[src/tkas_pkg.sv]
// Shared constants, types and order-key function for the top-k select block.
package tkas_pkg;

   // Capacity of the ranked list and of one slice
   localparam int MAX_KEEP  = 16;
   localparam int MAX_SLICE = 1024;

   // Derived widths
   localparam int WORD_W  = 32;
   localparam int IDX_W   = (MAX_SLICE > 1) ? $clog2(MAX_SLICE) : 1;
   localparam int CNT_W   = $clog2(MAX_SLICE + 1);
   localparam int KEEP_W  = $clog2(MAX_KEEP + 1);
   localparam int POS_W   = (MAX_KEEP > 1) ? $clog2(MAX_KEEP) : 1;
   localparam int REQ_W   = 32;
   localparam int RSP_RAW = WORD_W + IDX_W;
   localparam int RSP_W   = ((RSP_RAW + 7) / 8) * 8;

   // Configuration port
   localparam int CSR_IDX_W  = 2;
   localparam int CSR_DATA_W = 5;
   localparam int KEEP_CFG_W = 5;

   typedef enum logic [CSR_IDX_W-1:0] {
      CSR_FIND_LARGEST = 2'd0,
      CSR_KEEP_COUNT   = 2'd1,
      CSR_FLOAT_ORDER  = 2'd2
   } csr_reg_type;

   // Controller to datapath commands
   typedef struct packed {
      logic accept;   // element beat taken
      logic close;    // element beat carried the last mark
      logic advance;  // result beat taken
   } tkas_cmd_type;

   // Datapath to controller status
   typedef struct packed {
      logic last_rank; // current result is the final one of the slice
   } tkas_stat_type;

   // Map a word to an unsigned key whose order matches the number order
   function automatic logic [WORD_W-1:0] order_key(input logic [WORD_W-1:0] w,
                                                   input logic float_mode);
      logic [WORD_W-1:0] k;
      begin
         k = w ^ {1'b1, {(WORD_W-1){1'b0}}};
         if (float_mode) begin
            if (w[WORD_W-2:0] == '0) begin
               k = {1'b1, {(WORD_W-1){1'b0}}};
            end else if (w[WORD_W-1]) begin
               k = ~w;
            end
         end
         return k;
      end
   endfunction

endpackage

[src/tkas_ctrl.sv]
// Controller state machine: loads a slice, then walks out its results.
module tkas_ctrl (
   input  logic                   clock,
   input  logic                   reset,
   input  logic                   req_tvalid,
   output logic                   req_tready,
   input  logic                   req_tlast,
   output logic                   rsp_tvalid,
   input  logic                   rsp_tready,
   output tkas_pkg::tkas_cmd_type cmd,
   input  tkas_pkg::tkas_stat_type stat
);
   import tkas_pkg::*;

   typedef enum logic [1:0] {
      ST_LOAD = 2'b01,
      ST_EMIT = 2'b10
   } state_type;

   state_type state_ff, state_in;

   assign req_tready = (state_ff == ST_LOAD);
   assign rsp_tvalid = (state_ff == ST_EMIT);

   // Commands from the handshakes
   assign cmd.accept  = req_tvalid & req_tready;
   assign cmd.close   = req_tvalid & req_tready & req_tlast;
   assign cmd.advance = rsp_tvalid & rsp_tready;

   // Next state
   always_comb begin
      state_in = state_ff;
      unique case (state_ff)
         ST_LOAD: begin
            if (cmd.close) state_in = ST_EMIT;
         end
         ST_EMIT: begin
            if (cmd.advance && stat.last_rank) state_in = ST_LOAD;
         end
         default: state_in = ST_LOAD;
      endcase
   end

   always_ff @(posedge clock) begin
      if (reset) begin
         state_ff <= ST_LOAD;
      end else begin
         state_ff <= state_in;
      end
   end

endmodule

[src/tkas_dp.sv]
// Datapath: settings, insertion chain of ranked entries, count and emit pointer.
module tkas_dp (
   input  logic                              clock,
   input  logic                              reset,
   input  logic                              csr_valid,
   input  logic [tkas_pkg::CSR_IDX_W-1:0]    csr_index,
   input  logic [tkas_pkg::CSR_DATA_W-1:0]   csr_data,
   input  logic [tkas_pkg::WORD_W-1:0]       sample_word,
   input  tkas_pkg::tkas_cmd_type            cmd,
   output tkas_pkg::tkas_stat_type           stat,
   output logic [tkas_pkg::WORD_W-1:0]       result_value,
   output logic [tkas_pkg::IDX_W-1:0]        result_index
);
   import tkas_pkg::*;

   // Settings
   logic                  find_largest_ff;
   logic [KEEP_CFG_W-1:0] keep_count_ff;
   logic                  float_order_ff;

   always_ff @(posedge clock) begin
      if (reset) begin
         find_largest_ff <= 1'b1;
         keep_count_ff   <= KEEP_CFG_W'(1);
         float_order_ff  <= 1'b0;
      end else if (csr_valid) begin
         unique case (csr_reg_type'(csr_index))
            CSR_FIND_LARGEST: find_largest_ff <= csr_data[0];
            CSR_KEEP_COUNT:   keep_count_ff   <= csr_data[KEEP_CFG_W-1:0];
            CSR_FLOAT_ORDER:  float_order_ff  <= csr_data[0];
            default: ;
         endcase
      end
   end

   // Ranked entries, no reset: only filled positions are ever read
   logic [WORD_W-1:0] value_ff [MAX_KEEP];
   logic [IDX_W-1:0]  index_ff [MAX_KEEP];
   logic [WORD_W-1:0] value_in [MAX_KEEP];
   logic [IDX_W-1:0]  index_in [MAX_KEEP];
   logic              write_en [MAX_KEEP];

   logic [CNT_W-1:0]  count_ff, count_in;
   logic [KEEP_W-1:0] emit_n_ff, emit_n_in;
   logic [POS_W-1:0]  ptr_ff, ptr_in;

   logic [KEEP_W-1:0] held;
   logic [KEEP_W-1:0] held_after;
   logic [KEEP_W-1:0] keep_eff;
   logic [CNT_W-1:0]  count_next;
   logic              room;
   logic [WORD_W-1:0] key_new;

   assign room    = (count_ff < CNT_W'(MAX_SLICE));
   assign key_new = order_key(sample_word, float_order_ff);
   assign held    = (count_ff < CNT_W'(MAX_KEEP)) ? KEEP_W'(count_ff) : KEEP_W'(MAX_KEEP);

   // Insertion point: first held entry the new element strictly beats, else the first free position
   always_comb begin
      logic beats;
      logic ge_prev;
      logic ge_cur;
      logic [WORD_W-1:0] key_old;
      ge_prev = 1'b0;
      for (int j = 0; j < MAX_KEEP; j++) begin
         key_old = order_key(value_ff[j], float_order_ff);
         beats   = find_largest_ff ? (key_new > key_old) : (key_new < key_old);
         ge_cur  = ge_prev | (KEEP_W'(j) >= held) | beats;
         write_en[j] = cmd.accept & room & ge_cur;
         if (ge_cur && !ge_prev) begin
            value_in[j] = sample_word;
            index_in[j] = count_ff[IDX_W-1:0];
         end else if (j > 0) begin
            value_in[j] = value_ff[(j > 0) ? j - 1 : 0];
            index_in[j] = index_ff[(j > 0) ? j - 1 : 0];
         end else begin
            value_in[j] = value_ff[j];
            index_in[j] = index_ff[j];
         end
         ge_prev = ge_cur;
      end
   end

   for (genvar g = 0; g < MAX_KEEP; g++) begin : g_entry
      always_ff @(posedge clock) begin
         if (write_en[g]) begin
            value_ff[g] <= value_in[g];
            index_ff[g] <= index_in[g];
         end
      end
   end

   // Count after this element and the number of results to send
   assign count_next = room ? count_ff + CNT_W'(1) : count_ff;
   assign held_after = (count_next < CNT_W'(MAX_KEEP)) ? KEEP_W'(count_next)
                                                       : KEEP_W'(MAX_KEEP);

   always_comb begin
      if (keep_count_ff == '0) begin
         keep_eff = KEEP_W'(1);
      end else if (32'(keep_count_ff) > MAX_KEEP) begin
         keep_eff = KEEP_W'(MAX_KEEP);
      end else begin
         keep_eff = KEEP_W'(keep_count_ff);
      end
   end

   always_comb begin
      count_in  = count_ff;
      emit_n_in = emit_n_ff;
      ptr_in    = ptr_ff;
      priority if (cmd.close) begin
         count_in  = '0;
         emit_n_in = (keep_eff < held_after) ? keep_eff : held_after;
         ptr_in    = '0;
      end else if (cmd.accept) begin
         count_in = count_next;
      end else if (cmd.advance) begin
         ptr_in = ptr_ff + POS_W'(1);
      end
   end

   always_ff @(posedge clock) begin
      if (reset) begin
         count_ff  <= '0;
         emit_n_ff <= KEEP_W'(1);
         ptr_ff    <= '0;
      end else begin
         count_ff  <= count_in;
         emit_n_ff <= emit_n_in;
         ptr_ff    <= ptr_in;
      end
   end

   // Result selection
   assign result_value   = value_ff[ptr_ff];
   assign result_index   = index_ff[ptr_ff];
   assign stat.last_rank = ((KEEP_W'(ptr_ff) + KEEP_W'(1)) == emit_n_ff);

endmodule

[src/top_k_arg_select_unit.sv]
// Top level: streaming top-k argmax/argmin selection over one slice.
// The first result beat is valid in the cycle after the beat of the last element.
// Throughput: one element per cycle while loading; then k result beats, one per cycle while rsp_tready is high,
// k = min(keep_count, elements kept), a keep_count of 0 counting as 1; input is held off while results drain.
// The insertion across all kept entries is combinational and registered at once, which sets the load rate.
// Reset (synchronous, active high) clears count, pointer and state, loads register defaults.
module top_k_arg_select_unit (
   input  logic                               clock,
   input  logic                               reset,
   // element channel
   input  logic                               req_tvalid,
   output logic                               req_tready,
   input  logic [tkas_pkg::REQ_W-1:0]         req_tdata,  // [31:0] sample_word
   input  logic                               req_tlast,  // last_element
   // result channel
   output logic                               rsp_tvalid,
   input  logic                               rsp_tready,
   output logic [tkas_pkg::RSP_W-1:0]         rsp_tdata,  // [31:0] result_value, [41:32] result_index
   output logic                               rsp_tlast,  // result_last
   // configuration
   input  logic                               csr_valid,
   output logic                               csr_ready,
   input  logic [tkas_pkg::CSR_IDX_W-1:0]     csr_index,
   input  logic [tkas_pkg::CSR_DATA_W-1:0]    csr_data
);
   import tkas_pkg::*;

   tkas_cmd_type      cmd;
   tkas_stat_type     stat;
   logic [WORD_W-1:0] result_value;
   logic [IDX_W-1:0]  result_index;

   assign csr_ready = 1'b1;

   tkas_ctrl u_ctrl (
      .clock      (clock),
      .reset      (reset),
      .req_tvalid (req_tvalid),
      .req_tready (req_tready),
      .req_tlast  (req_tlast),
      .rsp_tvalid (rsp_tvalid),
      .rsp_tready (rsp_tready),
      .cmd        (cmd),
      .stat       (stat)
   );

   tkas_dp u_dp (
      .clock        (clock),
      .reset        (reset),
      .csr_valid    (csr_valid),
      .csr_index    (csr_index),
      .csr_data     (csr_data),
      .sample_word  (req_tdata[WORD_W-1:0]),
      .cmd          (cmd),
      .stat         (stat),
      .result_value (result_value),
      .result_index (result_index)
   );

   // Pack result beat
   assign rsp_tdata = RSP_W'({result_index, result_value});
   assign rsp_tlast = stat.last_rank;

   // Loading and draining never overlap
   a_no_overlap: assert property (@(posedge clock) disable iff (reset)
      !(req_tready && rsp_tvalid))
      else $error("element and result channels active together");

   // Last element beat starts draining next cycle
   a_close_emit: assert property (@(posedge clock) disable iff (reset)
      (req_tvalid && req_tready && req_tlast) |=> rsp_tvalid)
      else $error("no result after last element");

   // Final result beat returns to loading
   a_drain_done: assert property (@(posedge clock) disable iff (reset)
      (rsp_tvalid && rsp_tready && rsp_tlast) |=> req_tready)
      else $error("not loading after final result");

   // A non-final result beat is followed by another result
   a_drain_more: assert property (@(posedge clock) disable iff (reset)
      (rsp_tvalid && rsp_tready && !rsp_tlast) |=> rsp_tvalid)
      else $error("results ended before final mark");

endmodule
[config.mk]
export PLATFORM = sky130hd
export DESIGN_NAME = top_k_arg_select_unit
export DESIGN_NICKNAME = d
export VERILOG_FILES = /design/src/tkas_pkg.sv /design/src/tkas_ctrl.sv /design/src/tkas_dp.sv /design/src/top_k_arg_select_unit.sv
export SDC_FILE = /design/constraint.sdc
export NUM_CORES = 2
export LEC_CHECK = 0
export BUFFER_PORTS_ARGS = -buffer_cell sky130_fd_sc_hd__buf_4
export CORE_MARGIN = 2
export CORE_UTILIZATION = 65
export DETAILED_ROUTE_END_ITERATION = 10
export PLACE_DENSITY = 0.79
export SLEW_MARGIN = 20
export SYNTH_ARGS = -nofsm -noshare
export SYNTH_HDL_FRONTEND = slang
export SYNTH_SLANG_ARGS = --single-unit
[constraint.sdc]
create_clock -name clock -period 9.46 [get_ports clock]
set_input_delay 0.946 -clock clock [delete_from_list [all_inputs] [get_ports clock]]
set_output_delay 0.946 -clock clock [all_outputs]
set_load 0.1 [all_outputs]
* Word level (Yosys, flattened, before mapping) *
Memory sizes are Yosys's and may differ from the RTL's. A register that Yosys moved wholly into a read port is not among the register bits.
Index checks and enable logic that the tools add are counted.

word-level totals
  register bits after elaboration = 29
  bits in writable memories = 672
  bits of input ports = 45
  output and inout bits = 52
  logic and storage cells = 358
  memories kept = 2

memory list
  memory         depth  width  read ports  clocked after memory_dff  wr ports  line           RTL
  u_dp.value_ff  16     32     17          1                         16        tkas_dp.sv:37  logic [WORD_W-1:0] value_ff [MAX_KEEP];
  u_dp.index_ff  16     10     16          1                         16        tkas_dp.sv:38  logic [IDX_W-1:0] index_ff [MAX_KEEP];

operators by class
  add/subtract/negate cells = 3
  order comparisons = 53
  eq/ne operators = 7
  muxes and demuxes = 144
  bitwise logic cells = 86
  reduce and logical (&&, ||, !) cells = 56

operators with widths
  operator               count
  $mux 32                67
  $not 32->32            17
  $logic_not 31->1       17
  $gt 32x32->1           16
  $lt 32x32->1           16
  $mux 10                16
  $mux 1                 48
  $ge 4x5->1 const A     8
  $or 1x1->1             31
  $mux 5                 5
  $lt 11x5->1 const B    2
  $and 1x1->1            20
  $ge 3x5->1 const A     4
  $not 1->1              18
  $logic_and 1x1->1      16
  $mux 4                 4
  $logic_not 1->1        15
  $add 11x1->11 const B  1
  $lt 11x11->1 const B   1
  $mux 11                1
  $ge 1x5->1 const A     2
  $ge 2x5->1 const A     2
  $reduce_and 2->1       5
  $add 4x1->5 const B    1
  other kinds (12)       16

* Logic depth before layout (Yosys ltp) *
An unclocked memory read counts as a cell.

  depth in word-level cells = 41
  depth in mapped cells = 21

* Cells and area by module *
From an unflattened synthesis, not the netlist that was laid out.

unflattened totals
  cell total of the unflattened synthesis = 4,722
  area, all modules = 54,867.6 um^2

by module, submodules not included
  module                 instances  cells an instance  area each (um^2)
  tkas_dp                1          4,701              54,703.7
  tkas_ctrl              1          12                 103.8
  top_k_arg_select_unit  1          9                  60.1

* Least setup slack after synthesis *
OpenSTA, ideal clock, no wires.

  kind = input port to flip-flop
  start = input req_tdata[1] (netlist name)
  end = memory u_dp.index_ff[15][0] (netlist name), enable pin
  setup time = 455 ps
  arrival = 7,003 ps
  setup slack = 2,002 ps
  stages = 16
  path buffers = 3
  cells stage by stage = clkbuf_1 nor4b_1 nand4_1 o21ai_0 ha_1 a211o_1 a21oi_1 a32oi_1 nor3_1 mux2_2 and4_1 buf_6 and3_1 buf_6 and3_1 a21oi_1

RTL lines
  what             line                         RTL
  start, declared  top_k_arg_select_unit.sv:13  input logic [tkas_pkg::REQ_W-1:0] req_tdata,
  end, declared    tkas_dp.sv:38

==> impl_results.html <==
<table>
<tr><th>Metric</th><th>Value</th></tr>
<tr><th colspan="2">Pwr</th></tr>
<tr><td>Static leakage</td><td>~0.023 uW</td></tr>
<tr><td>Worst-case vdd ir drop</td><td>0.0001750 V</td></tr>
<tr><td>PD cells</td><td>around 160 nW/um^2</td></tr>
<tr><th colspan="2">Timing</th></tr>
<tr><td>Worst slew margin relative to its limit</td><td>0.1774</td></tr>
<tr><td>Final setup fails</td><td>0</td></tr>
<tr><td>Hold violation count in the final report</td><td>0</td></tr>
<tr><td>Min cycle time layout</td><td>approximately 8 ns</td></tr>
<tr><td>RSZ-0062 raised after global routing</td><td>false</td></tr>
<tr><td>Aggregate negative setup slack</td><td>0 ns</td></tr>
<tr><td>Max-slew violation count</td><td>0</td></tr>
<tr><td>Worst setup skew after layout</td><td>0.04011 ns</td></tr>
<tr><td>Achievable clock frequency</td><td>around 130 MHz</td></tr>
<tr><td>Actual slew at the worst max-slew pin</td><td>between 1 and 1.5 ns</td></tr>
<tr><td>Post-route setup slack</td><td>1.687 ns</td></tr>
<tr><td>Final period util</td><td>0.8217</td></tr>
<tr><th colspan="2">Logic synthesis</th></tr>
<tr><td>Number of warnings printed during yosys synthesis</td><td>0</td></tr>
<tr><td>Leading register cell type out of synthesis</td><td>sky130_fd_sc_hd__edfxtp_1</td></tr>
<tr><td>Seq cells post-synth</td><td>slightly above 700</td></tr>
<tr><td>Distinct cell type count after synthesis</td><td>83</td></tr>
<tr><td>Number of enable flip-flop cells after synthesis</td><td>672</td></tr>
<tr><td>Gate Count Post-Synth</td><td>between 4000 and 5000</td></tr>
<tr><td>Sequential fraction of the synthesis area</td><td>0.3782</td></tr>
<tr><td>Share of async-settable or async-resettable flops after synthesis</td><td>0</td></tr>
<tr><td>Mean cell area of the mapped netlist</td><td>11.59 um^2</td></tr>
<tr><td>Cell area after synthesis</td><td>55110 um^2</td></tr>
<tr><th colspan="2">Flow run</th></tr>
<tr><td>Reported max-cap violation count</td><td>0</td></tr>
<tr><th colspan="2">Worst hold path</th></tr>
<tr><td>Hold/Removal Path Class</td><td>reg2reg</td></tr>
<tr><td>Number of stages on the worst hold path</td><td>2</td></tr>
<tr><td>Startpoint of the lowest-slack hold path</td><td>u_dp.keep_count_ff[0]</td></tr>
<tr><td>Hold EP</td><td>u_dp.keep_count_ff[0]</td></tr>
<tr><th colspan="2">Die</th></tr>
<tr><td>Initial cell density of the core</td><td>0.6574</td></tr>
<tr><td>Die extent in y</td><td>295.2 um</td></tr>
<tr><td>Placement Rows</td><td>106</td></tr>
<tr><td>Core Region</td><td>83820 um^2</td></tr>
<tr><td>Area of the die</td><td>slightly below 90000 um^2</td></tr>
<tr><td>Top Ports</td><td>97</td></tr>
<tr><td>Die extent in x</td><td>295.2 um</td></tr>
<tr><th colspan="2">GRT</th></tr>
<tr><td>Largest net degree at the start of global routing</td><td>78</td></tr>
<tr><td>Number of global-route vias before repair</td><td>41090</td></tr>
<tr><td>Wire length of the first global-routing pass</td><td>roughly 270000 um</td></tr>
<tr><td>Total routing resource utilization after global routing</td><td>0.4143</td></tr>
<tr><td>Initial antenna violation count</td><td>6</td></tr>
<tr><td>Sum of overflow across all layers after global routing</td><td>0</td></tr>
<tr><th colspan="2">Clocking</th></tr>
<tr><td>Master cell of the clock root buffer</td><td>sky130_fd_sc_hd__clkbuf_16</td></tr>
<tr><td>Number of hold buffers added after CTS</td><td>0</td></tr>
<tr><td>Post-CTS Setup Repair Bufs</td><td>0</td></tr>
<tr><td>H-tree lvl count</td><td>3</td></tr>
<tr><td>Insertion delay of the later-clocked pin in the worst-skew pair</td><td>a little under 0.7 ns</td></tr>
<tr><td>Post-cts repair resize count</td><td>0</td></tr>
<tr><td>CTS tree</td><td>built</td></tr>
<tr><td>Maximum clock path buffer count</td><td>3</td></tr>
<tr><td>Clock-pin slew on the worst setup and hold paths</td><td>0.06 ns</td></tr>
<tr><td>Number of sinks on the clock net</td><td>705</td></tr>
<tr><td>Number of buffers created by CTS</td><td>81</td></tr>
<tr><th colspan="2">Placement</th></tr>
<tr><td>Count of buffers from port buffering</td><td>89</td></tr>
<tr><td>Placed wire-length estimate after detailed placement</td><td>approximately 130000 um</td></tr>
<tr><td>Setup WS pre-CTS</td><td>1.404 ns</td></tr>
<tr><td>Weighted congestion reported at the end of routability-driven placement</td><td>1.019</td></tr>
<tr><th colspan="2">Detailed routing</th></tr>
<tr><td>Vias per Instance</td><td>between 7 and 8</td></tr>
<tr><td>Drc violations</td><td>0</td></tr>
<tr><td>First drt pass iteration count</td><td>6</td></tr>
<tr><td>Drt wl/cell</td><td>30.65 um</td></tr>
<tr><td>Remaining antenna violation count after routing</td><td>0</td></tr>
<tr><td>Starting DRT DRC Count</td><td>between 4000 and 5000</td></tr>
<tr><td>Routed via count</td><td>42190</td></tr>
<tr><td>Total wirelength of the detailed-routed design</td><td>180700 um</td></tr>
<tr><th colspan="2">Setup path</th></tr>
<tr><td>Critical Path Max Stage Delay</td><td>between 0.9 and 1 ns</td></tr>
<tr><td>Critical-path top delay cell</td><td>sky130_fd_sc_hd__nand3b_1</td></tr>
<tr><td>Worst R2R Setup Slack</td><td>1.80 ns</td></tr>
<tr><td>Crit path capture type</td><td>register</td></tr>
<tr><td>Sort of element at the start of the critical path</td><td>primary input</td></tr>
<tr><td>Critical path peak fanout</td><td>32</td></tr>
<tr><td>End of the worst register-to-register path</td><td>u_dp.value_ff[6][6]</td></tr>
<tr><td>Endpoint required time on the critical path</td><td>just under 10 ns</td></tr>
<tr><td>Cell repeated most along the worst path</td><td>sky130_fd_sc_hd__buf_4</td></tr>
<tr><td>Crit path launch</td><td>req_tdata[22]</td></tr>
<tr><td>Kind of critical path</td><td>in2reg</td></tr>
<tr><td>Arrival time reported for the critical path endpoint</td><td>8.18 ns</td></tr>
<tr><td>Origin of the critical flop-to-flop path</td><td>u_dp.float_order_ff</td></tr>
<tr><td>R2R depth</td><td>16</td></tr>
<tr><td>Worst-path cell chain</td><td>buf_4, nor4_1, nand4_1, nor2_2, buf_4, nor2_1, ha_1, a41o_1, a21oi_1, o21ai_0, o31a_1, nor4_1, mux2i_1, nor2b_1, nand3b_1, buf_4, mux2_2</td></tr>
<tr><th colspan="2">Finish</th></tr>
<tr><td>Most frequent cells in the layout</td><td>sky130_fd_sc_hd__edfxtp_1 (672), sky130_fd_sc_hd__nand2_1 (615), sky130_fd_sc_hd__ha_1 (518)</td></tr>
<tr><td>Share of final-layout standard cells stronger than drive strength 1</td><td>0.2365</td></tr>
<tr><td>Net count reported at finish</td><td>5251</td></tr>
<tr><td>Area Growth Syn to Fin</td><td>8.085%</td></tr>
<tr><td>Most common cell after layout, fill and taps aside</td><td>sky130_fd_sc_hd__edfxtp_1</td></tr>
<tr><th colspan="2">Run status</th></tr>
<tr><td>Outcome</td><td>finished, final reports clean</td></tr>
</table>
-- cell usage after synthesis (55+ instances only) --
master | number | area, um^2
sky130_fd_sc_hd__edfxtp_1 | 672 | 20180
sky130_fd_sc_hd__nand2_1 | 633 | 2376
sky130_fd_sc_hd__ha_1 | 518 | 6481
sky130_fd_sc_hd__xnor2_1 | 506 | 4432
sky130_fd_sc_hd__mux2_2 | 469 | 5281
sky130_fd_sc_hd__mux4_2 | 210 | 4730
sky130_fd_sc_hd__a21oi_1 | 180 | 900.9
sky130_fd_sc_hd__clkbuf_1 | 178 | 668.1
sky130_fd_sc_hd__nor4_1 | 140 | 875.8
sky130_fd_sc_hd__mux2_1 | 130 | 1464
sky130_fd_sc_hd__nor2_1 | 130 | 488.0
sky130_fd_sc_hd__nand4_1 | 121 | 757.0
sky130_fd_sc_hd__buf_1 | 92 | 345.3
sky130_fd_sc_hd__o21ai_0 | 78 | 390.4
sky130_fd_sc_hd__nand3_1 | 62 | 310.3
sky130_fd_sc_hd__a21o_1 | 55 | 412.9
-- power by group --
part,switching [uW],leakage (uW),internal (uW)
clock,1450,0.00132,1890
combinational,1140,0.0148,819
sequential,299,0.00674,3730
-- cell type report --
class / instances / area (um^2)
Antenna cell: 4 / 10.01
Clock buffer: 95 / 2101
Inverter: 23 / 86.33
Fill cell: 5997 / 24260
Clock inverter: 57 / 638.1
Timing Repair Buffer: 188 / 1544
Tap cell: 1134 / 1419
Sequential cell: 705 / 20850
Multi-Input combinational cell: 3689 / 32910
-- stage by stage --
| step | hold slack (ns) | power, uW | utilization | instance area (um^2) | std cells |
|---|---|---|---|---|---|
| 6_report | 0.4797 | 9332 | 0.7106 | 59560 | 5895 |
| 5_1_grt | 0.5127 | 9616 | 0.7106 | 59560 | 5894 |
| 4_1_cts | 0.4838 | 9274 | 0.7105 | 59550 | 5891 |
| 3_5_place_dp | 0.4682 | 5965 | 0.6778 | 56810 | 5739 |
| 3_3_place_gp | 0.4637 | 5904 | 0.6775 | 56780 | 5738 |
| 2_1_floorplan | 0.4292 | 5330 | - | 55130 | 4759 |
-- cell families (layout without fill, tap and decap cells) --
logic type      after synthesis  count (layout)  share of synthesized area
flops                       705             705                     0.3782
compound gates              469             469                    0.05429
fa+ha+maj                   518             518                     0.1176
mux                         858             858                     0.2204
simple gates               1290            1290                     0.1130
buf+inv                     365             363                    0.02949
other cells                   2              11                  0.0001363
xor+xnor                    547             547                    0.08694
-- worst max-delay path, delay by kind of cell --
| kind | cells | cell delay, ns |
|---|---|---|
| adders and majority gates | 1 | 0.34 |
| muxes | 2 | 0.78 |
| AOI/OAI and AO/OA | 4 | 0.85 |
| and+or+nand+nor | 7 | 4.01 |
| buffers and inverters | 3 | 1.18 |
-- per-layer routing --
layer	global-route usage	part of all wire	wire [um]
met1	0.5140	0.36	64870
met2	0.6517	0.46	82650
met5	0.008315	0.00061	111
met3	0.1038	0.11	20020
met4	0.2578	0.072	13030
-- flip-flops by register name (all words and copies together), names as in the netlist, named ones only --
signal,flops
u_dp.keep_count_ff,5
u_dp.index_ff,160
u_dp.find_largest_ff,1
u_dp.ptr_ff,4
u_ctrl.state_ff,2
u_dp.count_ff,11
u_dp.emit_n_ff,5
u_dp.float_order_ff,1
u_dp.value_ff,512
-- how the worst max path moves through the flow --
stage / endpoint / slack, ns / depth (start not counted)
finish: u_dp.value_ff[6][6] / 1.69 / 17
global route: u_dp.value_ff[11][16] / 1.65 / 19
CTS: u_dp.index_ff[11][8] / 2.10 / 18
detailed placement: u_dp.index_ff[11][8] / 1.40 / 19
global placement: u_dp.index_ff[11][5] / 1.52 / 19
floorplan: u_dp.index_ff[15][0] / 2.00 / 16
(Power assumes the default switching activity.)
